`src/hw/rtl/ttcb_pkg.sv`:
```
package ttcb_pkg;

  // store geometry
  localparam int MAX_COLS = 128;
  localparam int MAX_ROWS = 64;
  localparam int COL_AW   = $clog2(MAX_COLS);
  localparam int ROW_AW   = $clog2(MAX_ROWS);
  localparam int COLS_W   = $clog2(MAX_COLS + 1);
  localparam int ROWS_W   = $clog2(MAX_ROWS + 1);
  localparam int CELL_AW  = ROW_AW + COL_AW;
  localparam int MEM_AW   = CELL_AW + 1;
  localparam int MEM_DEPTH = 1 << MEM_AW;

  localparam logic [COLS_W-1:0] COLS_MAX = COLS_W'(MAX_COLS);
  localparam logic [ROWS_W-1:0] ROWS_MAX = ROWS_W'(MAX_ROWS);
  localparam logic [7:0]        BLANK    = 8'h20;

  // command queue
  localparam int QUEUE_DEPTH = 2;
  localparam int QPTR_W      = $clog2(QUEUE_DEPTH);
  localparam int QCNT_W      = $clog2(QUEUE_DEPTH + 1);

  // opcodes on the input channel
  localparam logic [2:0] OPC_WRITE   = 3'd0;
  localparam logic [2:0] OPC_NEWLINE = 3'd1;
  localparam logic [2:0] OPC_MOVE    = 3'd2;
  localparam logic [2:0] OPC_RESIZE  = 3'd3;
  localparam logic [2:0] OPC_READ    = 3'd4;

  // result status codes
  localparam logic [2:0] ST_OK         = 3'd0;
  localparam logic [2:0] ST_BAD_ROW    = 3'd1;
  localparam logic [2:0] ST_BAD_COL    = 3'd2;
  localparam logic [2:0] ST_BAD_BOTH   = 3'd3;
  localparam logic [2:0] ST_BAD_SIZE   = 3'd4;
  localparam logic [2:0] ST_READ_RANGE = 3'd5;

  typedef enum logic [2:0] {
    OP_WRITE,
    OP_NEWLINE,
    OP_MOVE,
    OP_RESIZE,
    OP_READ,
    OP_NOP
  } op_t;

  typedef struct packed {
    logic [2:0] opcode;
    logic [7:0] char_code;
    logic [7:0] row_arg;
    logic [7:0] col_arg;
    logic [7:0] size_cols;
    logic [7:0] size_rows;
  } in_t;

  typedef struct packed {
    logic [7:0] cell_byte;
    logic [5:0] cursor_row_out;
    logic [7:0] cursor_col_out;
    logic [2:0] status;
    logic       scrolled;
  } out_t;

  typedef struct packed {
    op_t        op;
    logic [7:0] char_code;
    logic [7:0] row_arg;
    logic [7:0] col_arg;
    logic [7:0] size_cols;
    logic [7:0] size_rows;
    logic       size_bad;
  } cmd_t;

endpackage

```
`src/hw/rtl/ttcb_queue.sv`:
```
module ttcb_queue (
  input  logic            clk,
  input  logic            rst_n,
  input  logic            push,
  input  ttcb_pkg::cmd_t  push_data,
  output logic            full,
  input  logic            pop,
  output logic            valid,
  output ttcb_pkg::cmd_t  data
);

  ttcb_pkg::cmd_t                    slot_r [ttcb_pkg::QUEUE_DEPTH];
  logic [ttcb_pkg::QPTR_W-1:0]       wr_ptr_r, wr_ptr_nxt;
  logic [ttcb_pkg::QPTR_W-1:0]       rd_ptr_r, rd_ptr_nxt;
  logic [ttcb_pkg::QCNT_W-1:0]       cnt_r, cnt_nxt;

  assign full  = (cnt_r == ttcb_pkg::QCNT_W'(ttcb_pkg::QUEUE_DEPTH));
  assign valid = (cnt_r != '0);
  assign data  = slot_r[rd_ptr_r];

  always_comb begin
    wr_ptr_nxt = wr_ptr_r;
    rd_ptr_nxt = rd_ptr_r;
    cnt_nxt    = cnt_r;
    if (push) begin
      wr_ptr_nxt = (wr_ptr_r == ttcb_pkg::QPTR_W'(ttcb_pkg::QUEUE_DEPTH - 1)) ?
                   '0 : wr_ptr_r + ttcb_pkg::QPTR_W'(1);
    end
    if (pop) begin
      rd_ptr_nxt = (rd_ptr_r == ttcb_pkg::QPTR_W'(ttcb_pkg::QUEUE_DEPTH - 1)) ?
                   '0 : rd_ptr_r + ttcb_pkg::QPTR_W'(1);
    end
    if (push && !pop) begin
      cnt_nxt = cnt_r + ttcb_pkg::QCNT_W'(1);
    end else if (pop && !push) begin
      cnt_nxt = cnt_r - ttcb_pkg::QCNT_W'(1);
    end
  end

  always_ff @(posedge clk) begin
    if (!rst_n) begin
      wr_ptr_r <= '0;
      rd_ptr_r <= '0;
      cnt_r    <= '0;
    end else begin
      wr_ptr_r <= wr_ptr_nxt;
      rd_ptr_r <= rd_ptr_nxt;
      cnt_r    <= cnt_nxt;
    end
  end

  always_ff @(posedge clk) begin
    if (push) begin
      slot_r[wr_ptr_r] <= push_data;
    end
  end

endmodule

```
`config.mk`:
```
export PLATFORM = sky130hd
export DESIGN_NAME = ttcb_queue
export DESIGN_NICKNAME = d
export VERILOG_FILES = /design/src/hw/rtl/ttcb_pkg.sv /design/src/hw/rtl/ttcb_queue.sv
export SDC_FILE = /design/constraint.sdc
export NUM_CORES = 1
export LEC_CHECK = 0
export ABC_CLOCK_PERIOD_IN_PS = 3100
export BUFFER_PORTS_ARGS = -buffer_cell sky130_fd_sc_hd__clkbuf_2
export CAP_MARGIN = 20
export CORE_MARGIN = 3
export CORE_UTILIZATION = 32
export CTS_BUF_LIST = sky130_fd_sc_hd__clkbuf_16
export CTS_CLUSTER_DIAMETER = 50
export CTS_CLUSTER_SIZE = 12
export DETAILED_ROUTE_END_ITERATION = 10
export PLACE_DENSITY = 0.54
export SLEW_MARGIN = 20
export SYNTH_ARGS = -nofsm -noshare
export SYNTH_HDL_FRONTEND = slang
export SYNTH_SLANG_ARGS = --single-unit
export TNS_END_PERCENT = 10
```
`constraint.sdc`:
```
create_clock -name clk -period 3.1 [get_ports clk]
set_input_delay 0.62 -clock clk [delete_from_list [all_inputs] [get_ports clk]]
set_output_delay 0.62 -clock clk [all_outputs]
set_load 0.05 [all_outputs]
```
# --- Yosys cells after proc, flatten, opt, wreduce, memory -nomap -nowiden ---
# Memory sizes are Yosys's and may differ from the RTL's. A register that Yosys moved wholly into a read port is not among the register bits.
# Cells that the tools add are included.
word_totals:
  ff_bits: 4
  ram_bits: 88
  inputBits: 48
  output_inout_bits: 46
  mem_count: 1
memory_table:
  columns: ["name", "words", "width", "rd", "rd_ports_with_merged_regs", "write_ports", "line_no", "rtl"]
  rows:
  - ["slot_r", 2, 44, 1, 1, 1, "ttcb_queue.sv:12", "ttcb_pkg::cmd_t slot_r [ttcb_pkg::QUEUE_DEPTH];"]
op_classes:
  n_addsub: 4
  eq_ne: 1
  muxes: 8
  n_reduce_logical: 6
op_table:
  columns: ["cell", "count"]
  rows:
  - ["2-to-1 mux 1 bit", 6]
  - ["2-to-1 mux 2 bit", 2]
  - ["nonzero test 2 bit", 2]
  - ["adder 1 bit (second input constant)", 2]
  - ["adder 2 x 1 -> 2 bit (second input constant)", 1]
  - ["equality test 2 bit (second input constant)", 1]
  - ["logical AND 1 bit", 2]
  - ["logical NOT 1 bit", 2]
  - ["subtractor 2 x 1 -> 2 bit (second input constant)", 1]

# --- Depth between registers and ports, before layout ---
depth:
  ltp_word: 4
  mapped_depth: 5
  mapped_depth_nobuf: 5

# --- Worst setup path after synthesis ---
# No wires, ideal clock.
synth_timing:
  path_kind: "input -> register"
  from: "input push"
  to: "memory slot_r[0][0] in the netlist's numbering, enable pin"
  arrival_ns: 2.611
  required_ns: 2.648
  slack_ns: 0.037
  path_stages: 1
  path_cell_list: "nor2b_1"
synth_between:
  elab_chain_len: 2
synth_lines:
  columns: ["item", "line_no", "rtl"]
  rows:
  - ["from (decl)", "ttcb_queue.sv:4", "input logic push,"]
  - ["2-to-1 mux 1 bit", "ttcb_queue.sv:53", "if (push) begin"]
  - ["2-to-1 mux 1 bit (not written as such)", "ttcb_queue.sv:54", "slot_r[wr_ptr_r] <= push_data;"]
  - ["to (decl)", "ttcb_queue.sv:12", null]
# No other way between the ends.

==> load_flow_metrics.sql <==
INSERT INTO impl_metrics (metric_group, metric, value, unit) VALUES
('yosys', 'yosys_warnings', '0', ''),
('cts', 'cts_hold_buf', '0', ''),
('worst_setup_path', 'reg2reg_from', 'wr_ptr_r$_SDFFE_PN0P_', ''),
('cts', 'bufs_on_longest_clock_path', '2', ''),
('placed_design', 'portBuffers', '93', ''),
('detailed_routing', 'post_drt_wl_per_cell', '14.69', 'µm'),
('floorplanning', 'die_w', '109.2', 'µm'),
('global_routing', 'grt_first_pass_wirelength', '8.832', 'mm'),
('worst_setup_path', 'rr_worst_depth', '2', ''),
('sta', 'report.final.setup_viol', '0', ''),
('layout', 'antenna-diode-count', '0', ''),
('layout', 'multi_input_area', '621.8', 'µm²'),
('worst_setup_path', 'r2r_end', 'slot_r[1][26]$_DFFE_PP_', ''),
('sta', 'clock_skew_after_layout', '0.003903', 'ns'),
('yosys', 'ys_seq_area_share', '80.44', '%'),
('sta', 'period_minus_slack', '2.222', 'ns'),
('sta', 'rsz0062_at_grt', 'false', ''),
('cts', 'clock_sink_count', '93', ''),
('worst_setup_path', 'worst-endpoint-arrival', '1.60', 'ns'),
('detailed_routing', 'route.detailed.vias_per_inst', '4.266', ''),
('layout', 'final_common_cell', 'sky130_fd_sc_hd__clkbuf_2', ''),
('layout', 'final-instance-count-excl-fill', '403', ''),
('detailed_routing', 'wirelength_routed', '5.922', 'mm'),
('worst_setup_path', 'worstSetupEndpointType', 'primary output', ''),
('power', 'ir_drop', '0.2422', 'mV'),
('outcome', 'outcome', 'finished clean', ''),
('floorplanning', 'rows', '37', ''),
('floorplanning', 'dieArea', '0.01193', 'mm²'),
('layout', 'finalCoreUtilization', '42.03', '%'),
('cts', 'cts.clk_slew.worst_paths', '0.06', 'ns'),
('placed_design', 'number_of_cells_after_detailed_placement', '387', ''),
('detailed_routing', 'drt-pass1-iter-count', '4', ''),
('detailed_routing', 'dr_total_vias', '1719', ''),
('global_routing', 'overflow', '0', ''),
('layout', 'flow.area_growth_from_synthesis', '27.27', '%'),
('placed_design', 'postPlaceCellArea', '0.004060', 'mm²'),
('cts', 'clock_latency', '0.33', 'ns'),
('sta', 'hold_violations', '0', ''),
('worst_hold_path', 'holdCritStartpoint', 'push_data[18]', ''),
('floorplanning', 'dieHeight', '109.2', 'µm'),
('layout', 'final_nets', '311', ''),
('yosys', 'postSynthNetCount', '208', ''),
('yosys', 'dominantRegCellSynth', 'sky130_fd_sc_hd__edfxtp_1', ''),
('cts', 'cts_buffers', '9', ''),
('worst_hold_path', 'min_path_type', 'in -> reg', ''),
('sta', 'fin_crit_sh', '71.67', '%'),
('cts', 'htree_num_levels', '3', ''),
('detailed_routing', 'drtIter0Drc', '63', ''),
('cts', 'cts_resized', '0', ''),
('layout', 'layout-drive-gt1-share', '58.80', '%'),
('worst_setup_path', 'critical_path_peak_fanout', '23', ''),
('sta', 'slew-limit-headroom', '63.43', '%'),
('worst_setup_path', 'timing.setup.critical_path_class', 'reg -> out', ''),
('placed_design', 'globalplace.congestion', '0.6455', ''),
('yosys', 'synth_cell_types', '17', ''),
('floorplanning', 'area_of_the_core_region', '0.01032', 'mm²'),
('run', 'drv.max_cap_violation_count', '0', ''),
('worst_hold_path', 'capture_endpoint_of_the_worst_hold_path', 'slot_r[0][18]$_DFFE_PP_', ''),
('worst_setup_path', 'reg2reg_setup_slack', '1.61', 'ns'),
('worst_setup_path', 'worst_ep_required_time', '2.48', 'ns'),
('layout', 'final_cell_mix', 'sky130_fd_sc_hd__clkbuf_2 (93), sky130_fd_sc_hd__edfxtp_1 (88), sky130_fd_sc_hd__mux2_2 (44)', ''),
('layout', 'post-route-cell-area', '0.004339', 'mm²'),
('global_routing', 'grt_start_max_net_pins', '37', ''),
('worst_hold_path', 'hold_path_depth', '1', ''),
('yosys', 'synth_async_sr_flop_share', '0', '%'),
('layout', 'n_fill_cell', '966', ''),
('power', 'power.density_cell_area', '684.9', 'mW/mm²'),
('yosys', 'synth-edff-count', '88', ''),
('sta', 'tns', '0', 'ns'),
('placed_design', 'half_perimeter_wire_length_of_the_detailed_placement_result', '3.894', 'mm'),
('sta', 'max_freq', '450.1', 'MHz');
## sequential cells by signal, summed over array words and instances, names as in the netlist, named ones only
signal    count
slot_r       88
rd_ptr_r      1
cnt_r         2
wr_ptr_r      1
## Yosys cell counts (2+ instances only)
cell / number / area share, %
sky130_fd_sc_hd__mux2_2: 44 / 15
sky130_fd_sc_hd__dfxtp_1: 5 / 2.9
sky130_fd_sc_hd__edfxtp_1: 88 / 78
sky130_fd_sc_hd__xor2_1: 2 / 0.51
sky130_fd_sc_hd__and2_1: 4 / 0.73
sky130_fd_sc_hd__nor2b_1: 2 / 0.37
sky130_fd_sc_hd__buf_6: 4 / 1.3
## power by group
part           internal, W  switching, W
clock             0.000608      0.000412
combinational     0.000144      0.000342
sequential         0.00145     0.0000166
## layer usage
metal	wire length, µm	global-route usage (%)
met5	0	0
met4	126	6.144
met3	461	3.434
met2	2799	16.14
met1	2535	12.07
## worst max-delay path by stage
stage	from	end	slack [ns]	depth (start not counted)
after floorplan	push	slot_r[0][0]$_DFFE_PP_	0.04	1
after global placement	flip-flop	data[29]	1.21	3
after detailed placement	flip-flop	data[29]	1.20	3
after CTS	flip-flop	data[29]	0.83	3
after global routing	flip-flop	data[29]	0.79	3
final	flip-flop	data[29]	0.88	3
## per-stage QoR
stage / hold WS (ns) / worst slack, ns
final: 0.4743 / 0.8783
after global routing: 0.4643 / 0.7926
after CTS: 0.4593 / 0.8280
after detailed placement: 0.4930 / 1.201
after global placement: 0.4776 / 1.215
after floorplan: 0.4612 / 0.03701
## critical path, cell delays in order (launching register included)
cell	delay, ns
sky130_fd_sc_hd__dfxtp_2	0.32
sky130_fd_sc_hd__buf_4	0.30
sky130_fd_sc_hd__mux2_2	0.41
sky130_fd_sc_hd__clkbuf_2	0.24
## kinds of logic (layout without fill, tap and decap cells)
group	count (synthesis)	in the layout	synth area share (%)
flip-flops	93	93	80.44
multiplexers	44	44	14.53
AND/OR/NAND/NOR	9	9	1.725
buffers and inverters	6	114	1.578
AO/OA/AOI/OAI	3	3	0.5872
XOR/XNOR	3	3	0.7708
adder cells (fa/ha/maj)	1	1	0.3669
## layout make-up
class                      count  share of cell area, %
inverter                       1                0.08651
tap                          136                  3.922
clock inverter                 7                  1.240
clock buffer                   9                  5.190
multi-input combinational     60                  14.33
sequential                    93                  63.24
timing repair buffer          97                  12.00
Power figures use the tool's default switching activity.
