--- src/hw/rtl/ttcb_pkg.sv ---
package ttcb_pkg;

  // store geometry
  localparam int MAX_COLS = 128;
  localparam int MAX_ROWS = 64;
  localparam int COL_AW   = $clog2(MAX_COLS);
  localparam int ROW_AW   = $clog2(MAX_ROWS);
  localparam int COLS_W   = $clog2(MAX_COLS + 1);
  localparam int ROWS_W   = $clog2(MAX_ROWS + 1);
  localparam int CELL_AW  = ROW_AW + COL_AW;
  localparam int MEM_AW   = CELL_AW + 1;
  localparam int MEM_DEPTH = 1 << MEM_AW;

  localparam logic [COLS_W-1:0] COLS_MAX = COLS_W'(MAX_COLS);
  localparam logic [ROWS_W-1:0] ROWS_MAX = ROWS_W'(MAX_ROWS);
  localparam logic [7:0]        BLANK    = 8'h20;

  // command queue
  localparam int QUEUE_DEPTH = 2;
  localparam int QPTR_W      = $clog2(QUEUE_DEPTH);
  localparam int QCNT_W      = $clog2(QUEUE_DEPTH + 1);

  // opcodes on the input channel
  localparam logic [2:0] OPC_WRITE   = 3'd0;
  localparam logic [2:0] OPC_NEWLINE = 3'd1;
  localparam logic [2:0] OPC_MOVE    = 3'd2;
  localparam logic [2:0] OPC_RESIZE  = 3'd3;
  localparam logic [2:0] OPC_READ    = 3'd4;

  // result status codes
  localparam logic [2:0] ST_OK         = 3'd0;
  localparam logic [2:0] ST_BAD_ROW    = 3'd1;
  localparam logic [2:0] ST_BAD_COL    = 3'd2;
  localparam logic [2:0] ST_BAD_BOTH   = 3'd3;
  localparam logic [2:0] ST_BAD_SIZE   = 3'd4;
  localparam logic [2:0] ST_READ_RANGE = 3'd5;

  typedef enum logic [2:0] {
    OP_WRITE,
    OP_NEWLINE,
    OP_MOVE,
    OP_RESIZE,
    OP_READ,
    OP_NOP
  } op_t;

  typedef struct packed {
    logic [2:0] opcode;
    logic [7:0] char_code;
    logic [7:0] row_arg;
    logic [7:0] col_arg;
    logic [7:0] size_cols;
    logic [7:0] size_rows;
  } in_t;

  typedef struct packed {
    logic [7:0] cell_byte;
    logic [5:0] cursor_row_out;
    logic [7:0] cursor_col_out;
    logic [2:0] status;
    logic       scrolled;
  } out_t;

  typedef struct packed {
    op_t        op;
    logic [7:0] char_code;
    logic [7:0] row_arg;
    logic [7:0] col_arg;
    logic [7:0] size_cols;
    logic [7:0] size_rows;
    logic       size_bad;
  } cmd_t;

endpackage

--- src/hw/rtl/ttcb_front.sv ---
module ttcb_front (
  input  logic            in_valid,
  output logic            in_stall,
  input  ttcb_pkg::in_t   in_data,
  input  logic            q_full,
  input  logic            clearing,
  output logic            push,
  output ttcb_pkg::cmd_t  cmd
);

  // no transfer while the queue is full or the store is still being cleared
  assign in_stall = q_full || clearing;
  assign push     = in_valid && !in_stall;

  always_comb begin
    cmd.char_code = in_data.char_code;
    cmd.row_arg   = in_data.row_arg;
    cmd.col_arg   = in_data.col_arg;
    cmd.size_cols = in_data.size_cols;
    cmd.size_rows = in_data.size_rows;
    // size check needs no state
    cmd.size_bad  = (in_data.size_cols == 8'd0) || (in_data.size_rows == 8'd0) ||
                    (in_data.size_cols > 8'(ttcb_pkg::COLS_MAX)) ||
                    (in_data.size_rows > 8'(ttcb_pkg::ROWS_MAX));
    unique case (in_data.opcode)
      ttcb_pkg::OPC_WRITE:   cmd.op = ttcb_pkg::OP_WRITE;
      ttcb_pkg::OPC_NEWLINE: cmd.op = ttcb_pkg::OP_NEWLINE;
      ttcb_pkg::OPC_MOVE:    cmd.op = ttcb_pkg::OP_MOVE;
      ttcb_pkg::OPC_RESIZE:  cmd.op = ttcb_pkg::OP_RESIZE;
      ttcb_pkg::OPC_READ:    cmd.op = ttcb_pkg::OP_READ;
      default:               cmd.op = ttcb_pkg::OP_NOP;
    endcase
  end

endmodule

--- config.mk ---
export PLATFORM = sky130hd
export DESIGN_NAME = ttcb_front
export DESIGN_NICKNAME = d
export VERILOG_FILES = /design/src/hw/rtl/ttcb_pkg.sv /design/src/hw/rtl/ttcb_front.sv
export SDC_FILE = /design/constraint.sdc
export NUM_CORES = 1
export LEC_CHECK = 0
export ABC_AREA = 0
export ABC_CLOCK_PERIOD_IN_PS = 1300
export BUFFER_PORTS_ARGS = -buffer_cell sky130_fd_sc_hd__buf_2
export CAP_MARGIN = 20
export CELL_PAD_IN_SITES_DETAIL_PLACEMENT = 1
export CELL_PAD_IN_SITES_GLOBAL_PLACEMENT = 1
export CORE_ASPECT_RATIO = 0.6
export CORE_MARGIN = 5
export CORE_UTILIZATION = 12
export DETAILED_ROUTE_END_ITERATION = 7
export PLACE_DENSITY = 0.84
export SLEW_MARGIN = 0
export SYNTH_ARGS = -nofsm -noshare
export SYNTH_HDL_FRONTEND = slang
export SYNTH_SLANG_ARGS = --single-unit
export TNS_END_PERCENT = 20
--- constraint.sdc ---
create_clock -name vclk -period 1.3
set_input_delay 0.065 -clock vclk [all_inputs]
set_output_delay 0.065 -clock vclk [all_outputs]
set_load 0.05 [all_outputs]
* Word-level counts from Yosys, hierarchy flattened
Index checks and enable logic that the tools add are counted.
** Cells by class
- Order comparisons :: 2
- Eq/ne operators :: 4
- Mux-type cells :: 1
- Reductions and logical operators :: 9
** Operators by type and width (number)
- $logic_not 8->1 :: 2
- $pmux 3 s5 :: 1
- $gt 8x7->1 const B :: 1
- $gt 8x8->1 const B :: 1
- $eq 3x2->1 const B :: 2
- $logic_or 1x1->1 :: 4
- $eq 3x1->1 const B :: 1
- $eq 3x3->1 const B :: 1
- $logic_not 3->1 :: 1
- $logic_and 1x1->1 :: 1
- $logic_not 1->1 :: 1
** Word-level totals
- Register bits after elaboration :: 0
- Input port bits :: 46
- Output and inout bits :: 46
- Logic and storage cells :: 16

* Logic depth before layout (Yosys ltp)
Gate-level depths: netlist of the first run.
- Depth after elaboration :: 4
- Mapped depth :: 3
- Gate-level depth less buffers :: 3

* Worst setup path after synthesis of the first run
OpenSTA, ideal clock, no wires.
- Path type :: input-to-output
- From :: input port in_data[10] (netlist name)
- To :: output port cmd[0] (netlist name)
- Arrival :: 1.328 ns
- Data required time :: 1.235 ns
- Path slack :: -0.093 ns
- Cell stages on the path :: 3
- Buffers on the path :: 0
- Path through :: or4_4 or3_1 o2111ai_1
** RTL lines
- from (decl) :: RTL line ttcb_front.sv:4 : input ttcb_pkg::in_t in_data,
- to (decl) :: RTL line ttcb_front.sv:8 : output ttcb_pkg::cmd_t cmd

==> results of run 1 <==
-- what timing repair did --
item,4_1_cts,5_1_grt
endpoints found under the setup margin,1,1
pin swaps,2,0
buffers inserted,0,0
gates resized for setup,3,2
-- stage by stage --
| stage | setup slack, ns | hold WS [ns] | area, µm² | total power (W) | TNS, ns |
|---|---|---|---|---|---|
| after floorplan | 0.0507 | 0.297 | 400 | 0.000381 | 0 |
| after global placement | -0.170 | 0.130 | 373 | 0.000216 | -0.170 |
| after detailed placement | -0.180 | 0.130 | 373 | 0.000218 | -0.180 |
| after CTS | -0.0353 | 0.130 | 385 | 0.000222 | -0.0353 |
| after global routing | -0.0665 | 0.130 | 397 | 0.000233 | -0.0665 |
| final | -0.0447 | 0.130 | 397 | 0.000222 | -0.0447 |
-- routing by layer --
layer  share of wire [%]  up-vias  routed length, µm
met1                  32      146                291
met5                   0        -                  0
met4                   0        0                  0
li1                    -      145                  -
met3                 4.8        0                 44
met2                  63        6                576
-- cell usage after synthesis --
cell        n  area [µm²]
o21ai_0     1        5.00
a21o_1      1        7.51
nor2b_1     1        6.26
o2111ai_1   1        8.76
or3_1       2        12.5
buf_4      40         300
nor2_1      2        7.51
nor4_1      1        6.26
a21oi_1     1        5.00
or2_2       1        6.26
or4_4       1        11.3
and3_1      1        6.26
clkbuf_1    1        3.75
inv_1       2        7.51
-- cells by family (layout without fill, tap and decap cells) --
kind of cell    count (synthesis)  in the layout
buf+inv                        43             46
compound gates                  4              4
simple gates                    9              9
-- power groups by stage --
stage	Combinational, W	Clock, W	Sequential [W]
6_report	0.000222	0	0
5_1_grt	0.000233	0	0
4_1_cts	0.000222	0	0
3_5_place_dp	0.000218	0	0
3_3_place_gp	0.000216	0	0
2_1_floorplan	0.000381	0	0
-- final timing paths --
path,startpoint,to,cells after the start
max,in_data[14],cmd[0],5
min,in_data[22],cmd[23],0
-- layout make-up --
type	count	area, µm²	share of cell area, %
inverters	2	7.51	1.89
repair buffers	44	239	60.3
multi-input cells	13	93.8	23.7
well taps	45	56.3	14.2
-- worst max-delay path, cell delays in order --
cell,delay (ns)
buf_6,0.09
or4_4,0.53
or3_4,0.34
o2111ai_2,0.07
buf_6,0.18
==> impl_metrics.env, run 1 <==
export IMPL_outcome="finished with violations"
export IMPL_violations="negative setup slack"
export IMPL_synth_top_family_by_area="buffers and inverters"
export IMPL_p_leak_nw=0.222
export IMPL_critPathMaxFanout=2
export IMPL_synth_seq_area_share_pct=0
export IMPL_finalHoldViolCount=0
export IMPL_seq_cells=0
export IMPL_diodes=0
export IMPL_grt_pass1_wl_mm=1.04
export IMPL_drive_gt1_share_pct=81.4
export IMPL_drt_wirelength_per_cell_um=8.77
export IMPL_postLayoutCoreUtil_pct=12.4
export IMPL_core_um2=3200
export IMPL_grt_start_max_net_pins=4
export IMPL_synth_compound_area_share_pct=6.67
export IMPL_cp_data_required_time_ns=1.24
export IMPL_ant_nets=0
export IMPL_use_met2_pct=4.88
export IMPL_fin_cells=104
export IMPL_setup_slack_ns=-0.0447
export IMPL_syn_inst=56
export IMPL_grt_busiest_layer="met2"
export IMPL_p_sw_w=0.000162
export IMPL_met1_usage_pct=2.97
export IMPL_post_route_period_util_pct=103
export IMPL_p_int_w=0.0000603
export IMPL_synth_simple_gate_area_share_pct=14.3
export IMPL_start_util_pct=12.3
export IMPL_powerDensity_nw_per_um2=559
export IMPL_yosysWarnings=0
export IMPL_synth_adder_area_share_pct=0
export IMPL_hold_path_class="input pin to primary output"
export IMPL_fp_dieW_um=84.0
export IMPL_clkPwrFrac_pct=0
export IMPL_tightest_slew_ns=0.291
export IMPL_dp_cells=104
export IMPL_place_gp_congestion=0.538
export IMPL_rsz0062_at_grt="yes"
export IMPL_final_common_cell="buf_2"
export IMPL_drv_slew=0
export IMPL_slew_headroom_pct=80.4
export IMPL_antenna_found_initial=0
export IMPL_rows=16
export IMPL_clock_fmax_mhz=744
export IMPL_ctsHoldBuffers=0
export IMPL_dieHeight_um=54.4
export IMPL_power_share_combinational_pct=100.0
export IMPL_yosys_area_share_xor_xnor_pct=0
export IMPL_sequentialPowerShare_pct=0
export IMPL_grt_overflow=0
export IMPL_avgSynthCellArea_um2=7.04
export IMPL_muxShareOfSynthArea_pct=0
export IMPL_grt_util_met3_pct=0.902
export IMPL_crit_type="input pin to primary output"
export IMPL_synth_nets=102
export IMPL_swShare_pct=72.8
export IMPL_regArea_um2=0
export IMPL_drtIter0Drc=4
export IMPL_grt_use_total_pct=2.54
export IMPL_syn_area_um2=394
export IMPL_syn2layout_area_growth_pct=0.635
export IMPL_crit_path_end_kind="primary output"
export IMPL_vias_per_cell=2.86
export IMPL_ir_worst_vdd_v=0.000101
export IMPL_portBuffers=44
export IMPL_period_needed_ns=1.34
export IMPL_io_pins=92
export IMPL_setup_viol=1
export IMPL_nets=107
export IMPL_ys_types=14
export IMPL_crit_arrival_ns=1.28
export IMPL_nClkBuffers=0
export IMPL_fill_cells=412
export IMPL_drtPass1Iterations=2
export IMPL_dpl_hpwl_um=846
export IMPL_grt_pass1_vias=243
export IMPL_startpoint_type="input pin"
export IMPL_final_cell_mix="41 x buf_2, 3 x buf_6, 2 x nor2_1, 2 x inv_1"
export IMPL_vias=297
export IMPL_drc=0
export IMPL_die_area_um2=4570
export IMPL_cap_violations=0
export IMPL_routed_wl_um=912
(Power assumes the default switching activity.)
==> run 2: changes to the inputs <==
--- a/config.mk
+++ b/config.mk
@@ -6,16 +6,15 @@
 export NUM_CORES = 1
 export LEC_CHECK = 0
 export ABC_AREA = 0
-export ABC_CLOCK_PERIOD_IN_PS = 1300
+export ABC_CLOCK_PERIOD_IN_PS = 1600
 export BUFFER_PORTS_ARGS = -buffer_cell sky130_fd_sc_hd__buf_2
 export CAP_MARGIN = 20
 export CELL_PAD_IN_SITES_DETAIL_PLACEMENT = 1
 export CELL_PAD_IN_SITES_GLOBAL_PLACEMENT = 1
 export CORE_ASPECT_RATIO = 0.6
-export CORE_MARGIN = 5
-export CORE_UTILIZATION = 12
+export CORE_UTILIZATION = 13
 export DETAILED_ROUTE_END_ITERATION = 7
-export PLACE_DENSITY = 0.84
+export PLACE_DENSITY = 0.9
 export SLEW_MARGIN = 0
 export SYNTH_ARGS = -nofsm -noshare
 export SYNTH_HDL_FRONTEND = slang
==> constraint.sdc (replaced) <==
create_clock -name vclk -period 1.6
set_input_delay 0.08 -clock vclk [all_inputs]
set_output_delay 0.08 -clock vclk [all_outputs]
set_load 0.05 [all_outputs]
==> impl_metrics.env, run 2 (synthesized netlist as in run 1, its figures left out) <==
export IMPL_rows=15
export IMPL_sequentialPowerShare_pct=0
export IMPL_vias=315
export IMPL_ir_worst_vdd_v=0.0000575
export IMPL_tightest_slew_ns=0.338
export IMPL_start_util_pct=13.7
export IMPL_clkPwrFrac_pct=0
export IMPL_rsz0062_at_grt="no"
export IMPL_path_common_cell="buf_2"
export IMPL_place_worst_setup_slack_ns=0.0732
export IMPL_seq_cells=0
export IMPL_p_int_w=0.0000442
export IMPL_critPathMaxFanout=2
export IMPL_grt_pass1_wl_mm=1.10
export IMPL_path_buf_inv=2
export IMPL_p_sw_w=0.000129
export IMPL_placed_area_um2=363
export IMPL_drive_gt1_share_pct=78.0
export IMPL_io_pins=92
export IMPL_critPathTopFamily="simple AND/OR/NAND/NOR gates"
export IMPL_cpMaxStageDelayCell="or4_4"
export IMPL_final_area_um2=363
export IMPL_outcome="finished, final reports clean"
export IMPL_cap_violations=0
export IMPL_routed_wl_um=786
export IMPL_finalHoldViolCount=0
export IMPL_crit_path_cell_trace="buf_2 > or4_4 > or3_1 > o2111ai_1 > buf_2"
export IMPL_grt_use_total_pct=4.26
export IMPL_cp_data_required_time_ns=1.52
export IMPL_p_leak_nw=0.212
export IMPL_startpoint_type="input pin"
export IMPL_dpl_hpwl_um=749
export IMPL_period_needed_ns=1.51
export IMPL_crit_type="input pin to primary output"
export IMPL_setup_slack_ns=0.0858
export IMPL_fp_dieW_um=73.1
export IMPL_drtPass1Iterations=4
export IMPL_slew_headroom_pct=77.3
export IMPL_diodes=0
export IMPL_nets=107
export IMPL_place_gp_congestion=0.625
export IMPL_drv_slew=0
export IMPL_crit_path_end_kind="primary output"
export IMPL_drc=0
export IMPL_vias_per_cell=3.12
export IMPL_hold_path_class="input pin to primary output"
export IMPL_ant_nets=0
export IMPL_cpPeakStageDelay_ns=0.52
export IMPL_cts_resized_gates=0
export IMPL_syn2layout_area_growth_pct=-7.94
export IMPL_clock_fmax_mhz=660
export IMPL_nClkBuffers=0
export IMPL_final_common_cell="buf_2"
export IMPL_fin_setup_tns_ns=0
export IMPL_post_route_period_util_pct=94.6
export IMPL_regArea_um2=0
export IMPL_core_um2=2870
export IMPL_grt_start_max_net_pins=4
export IMPL_crit_arrival_ns=1.43
export IMPL_drt_wirelength_per_cell_um=7.78
export IMPL_antenna_found_initial=0
export IMPL_powerDensity_nw_per_um2=478
export IMPL_ctsHoldBuffers=0
export IMPL_die_area_um2=3260
export IMPL_portBuffers=44
export IMPL_grt_pass1_vias=268
export IMPL_grt_overflow=0
export IMPL_power_share_combinational_pct=100.0
export IMPL_dieHeight_um=44.7
export IMPL_swShare_pct=74.5
export IMPL_timing_hold_ws_ns=0.160
export IMPL_post_cts_buffers=0
export IMPL_setup_viol=0
export IMPL_final_cell_mix="44 x buf_2, 2 x nor2_1, 2 x inv_1, 2 x or3_1"
export IMPL_drtIter0Drc=4
-- run 2: cell types whose count changed in the layout (fill, tap and decap cells not counted) --
cell       previous run  this run
o2111ai_2             1         0
buf_6                 3         0
buf_2                41        44
or3_4                 1         0
or3_1                 1         2
o2111ai_1             0         1
-- run 2: layout make-up --
class | instances | area (µm²)
fill | 370 | 2510
timing repair buffer | 44 | 220
multi-input combinational | 13 | 82.6
tap | 42 | 52.6
inverter | 2 | 7.51
-- run 2: path summary, 6_finish.rpt --
kind / start / to / slack, ns / depth (start not counted)
max: in_data[10] / cmd[0] / 0.09 / 5
min: in_data[23] / cmd[24] / 0.16 / 0
-- run 2: through the flow --
stage / utilization [%] / instances / total power (W)
2_1_floorplan: - / 56 / 0.000308
4_1_cts: 12.6 / 101 / 0.000176
5_1_grt: 12.6 / 101 / 0.000184
6_report: 12.6 / 101 / 0.000174
3_3_place_gp: 12.6 / 101 / 0.000174
3_5_place_dp: 12.6 / 101 / 0.000176
-- run 2: per-layer routing --
metal	track usage (%)	up-vias	part of all wire [%]
li1	-	148	-
met1	4.15	137	38
met5	0	-	0
met4	0.392	0	0
met2	9.07	30	49
met3	1.37	0	13
-- run 2: power groups by stage --
| stage | clock network, W | registers (W) | logic (W) |
|---|---|---|---|
| 2_1_floorplan | 0 | 0 | 0.000308 |
| 3_3_place_gp | 0 | 0 | 0.000174 |
| 3_5_place_dp | 0 | 0 | 0.000176 |
| 4_1_cts | 0 | 0 | 0.000176 |
| 5_1_grt | 0 | 0 | 0.000184 |
| 6_report | 0 | 0 | 0.000174 |
==> run 3: changes to the inputs <==
--- a/config.mk
+++ b/config.mk
@@ -14,6 +14,7 @@
 export CORE_ASPECT_RATIO = 0.6
 export CORE_UTILIZATION = 13
 export DETAILED_ROUTE_END_ITERATION = 7
+export MAX_ROUTING_LAYER = met4
 export PLACE_DENSITY = 0.9
 export SLEW_MARGIN = 0
 export SYNTH_ARGS = -nofsm -noshare
==> impl_metrics.env, run 3 (synthesized netlist as in run 1, its figures left out) <==
export IMPL_fin_setup_tns_ns=0
export IMPL_dp_cells=101
export IMPL_diodes=0
export IMPL_cap_violations=0
export IMPL_outcome="finished, final reports clean"
export IMPL_final_area_um2=363
export IMPL_antenna_found_initial=0
export IMPL_clock_fmax_mhz=661
export IMPL_drtIter0Drc=4
export IMPL_grt_use_total_pct=4.39
export IMPL_crit_arrival_ns=1.43
export IMPL_timing_hold_ws_ns=0.160
export IMPL_rows=15
export IMPL_ir_worst_vdd_v=0.0000575
export IMPL_critPathTopFamily="simple AND/OR/NAND/NOR gates"
export IMPL_routed_wl_um=786
export IMPL_portBuffers=44
export IMPL_vias_per_cell=3.12
export IMPL_post_cts_buffers=0
export IMPL_fill_cells=370
export IMPL_crit_path_end_kind="primary output"
export IMPL_fin_cells=101
export IMPL_grt_pass1_vias=268
export IMPL_hold_path_class="input pin to primary output"
export IMPL_postLayoutCoreUtil_pct=12.6
export IMPL_path_common_cell="buf_2"
export IMPL_rsz0062_at_grt="no"
export IMPL_routed_top_layer="met3"
export IMPL_cp_data_required_time_ns=1.52
export IMPL_regArea_um2=0
export IMPL_drt_wirelength_per_cell_um=7.78
export IMPL_place_gp_congestion=0.630
export IMPL_p_leak_nw=0.212
export IMPL_nClkBuffers=0
export IMPL_slew_headroom_pct=77.3
export IMPL_cts_resized_gates=0
export IMPL_final_cell_mix="44 x buf_2, 2 x nor2_1, 2 x inv_1, 2 x or3_1"
export IMPL_cpPeakStageDelay_ns=0.52
export IMPL_nets=107
export IMPL_critPathMaxFanout=2
export IMPL_met3_length_um=101
export IMPL_crit_path_cell_trace="buf_2 > or4_4 > or3_1 > o2111ai_1 > buf_2"
export IMPL_crit_type="input pin to primary output"
export IMPL_final_common_cell="buf_2"
export IMPL_setup_viol=0
export IMPL_wl_met1_um=298
export IMPL_cpMaxStageDelayCell="or4_4"
export IMPL_io_pins=92
export IMPL_start_util_pct=13.7
export IMPL_fp_dieW_um=73.1
export IMPL_finalHoldViolCount=0
export IMPL_dpl_hpwl_um=749
export IMPL_ant_nets=0
export IMPL_seq_cells=0
export IMPL_vias=315
export IMPL_startpoint_type="input pin"
export IMPL_period_needed_ns=1.51
export IMPL_drtPass1Iterations=4
export IMPL_drive_gt1_share_pct=78.0
export IMPL_tightest_slew_ns=0.338
export IMPL_wl_met2_um=387
export IMPL_placed_area_um2=363
export IMPL_path_buf_inv=2
export IMPL_powerDensity_nw_per_um2=479
export IMPL_core_um2=2870
export IMPL_grt_start_max_net_pins=4
export IMPL_drc=0
export IMPL_grt_pass1_wl_mm=1.10
export IMPL_drv_slew=0
export IMPL_dieHeight_um=44.7
export IMPL_die_area_um2=3260
export IMPL_grt_overflow=0
export IMPL_syn2layout_area_growth_pct=-7.94
export IMPL_post_route_period_util_pct=94.6
export IMPL_ctsHoldBuffers=0
==> run 3: cell counts in the layout (fill, tap and decap cells not counted) <==
No cell type changed its count.
==> run 3: layer usage <==
| layer | up-vias | GRT usage, % |
|---|---|---|
| li1 | 148 | - |
| met1 | 137 | 4.28 |
| met2 | 30 | 9.07 |
| met3 | 0 | 1.14 |
| met4 | 0 | 0.392 |
| met5 | - | - |
==> run 3: report_power, final <==
part,internal [W],switching (W)
Sequential,0,0
Combinational,0.0000442,0.000129
Clock,0,0
Total,0.0000442,0.000129
==> run 3: final cells by class <==
cell class | count | area [µm²] | share of cell area, %
inverter | 2 | 7.51 | 2.07
multi-input combinational | 13 | 82.6 | 22.8
tap | 42 | 52.6 | 14.5
timing repair buffer | 44 | 220 | 60.7
==> run 3: final timing paths <==
path                    start  endpoint  slack (ns)  cells after the start
hold / removal    in_data[23]   cmd[24]        0.16                      0
setup / recovery  in_data[10]    cmd[0]        0.09                      5
==> run 3: through the flow <==
step	power, W	setup slack [ns]
2_1_floorplan	0.000308	0.177
3_3_place_gp	0.000174	0.0940
3_5_place_dp	0.000176	0.0732
4_1_cts	0.000176	0.0699
5_1_grt	0.000184	0.0454
6_report	0.000174	0.0861
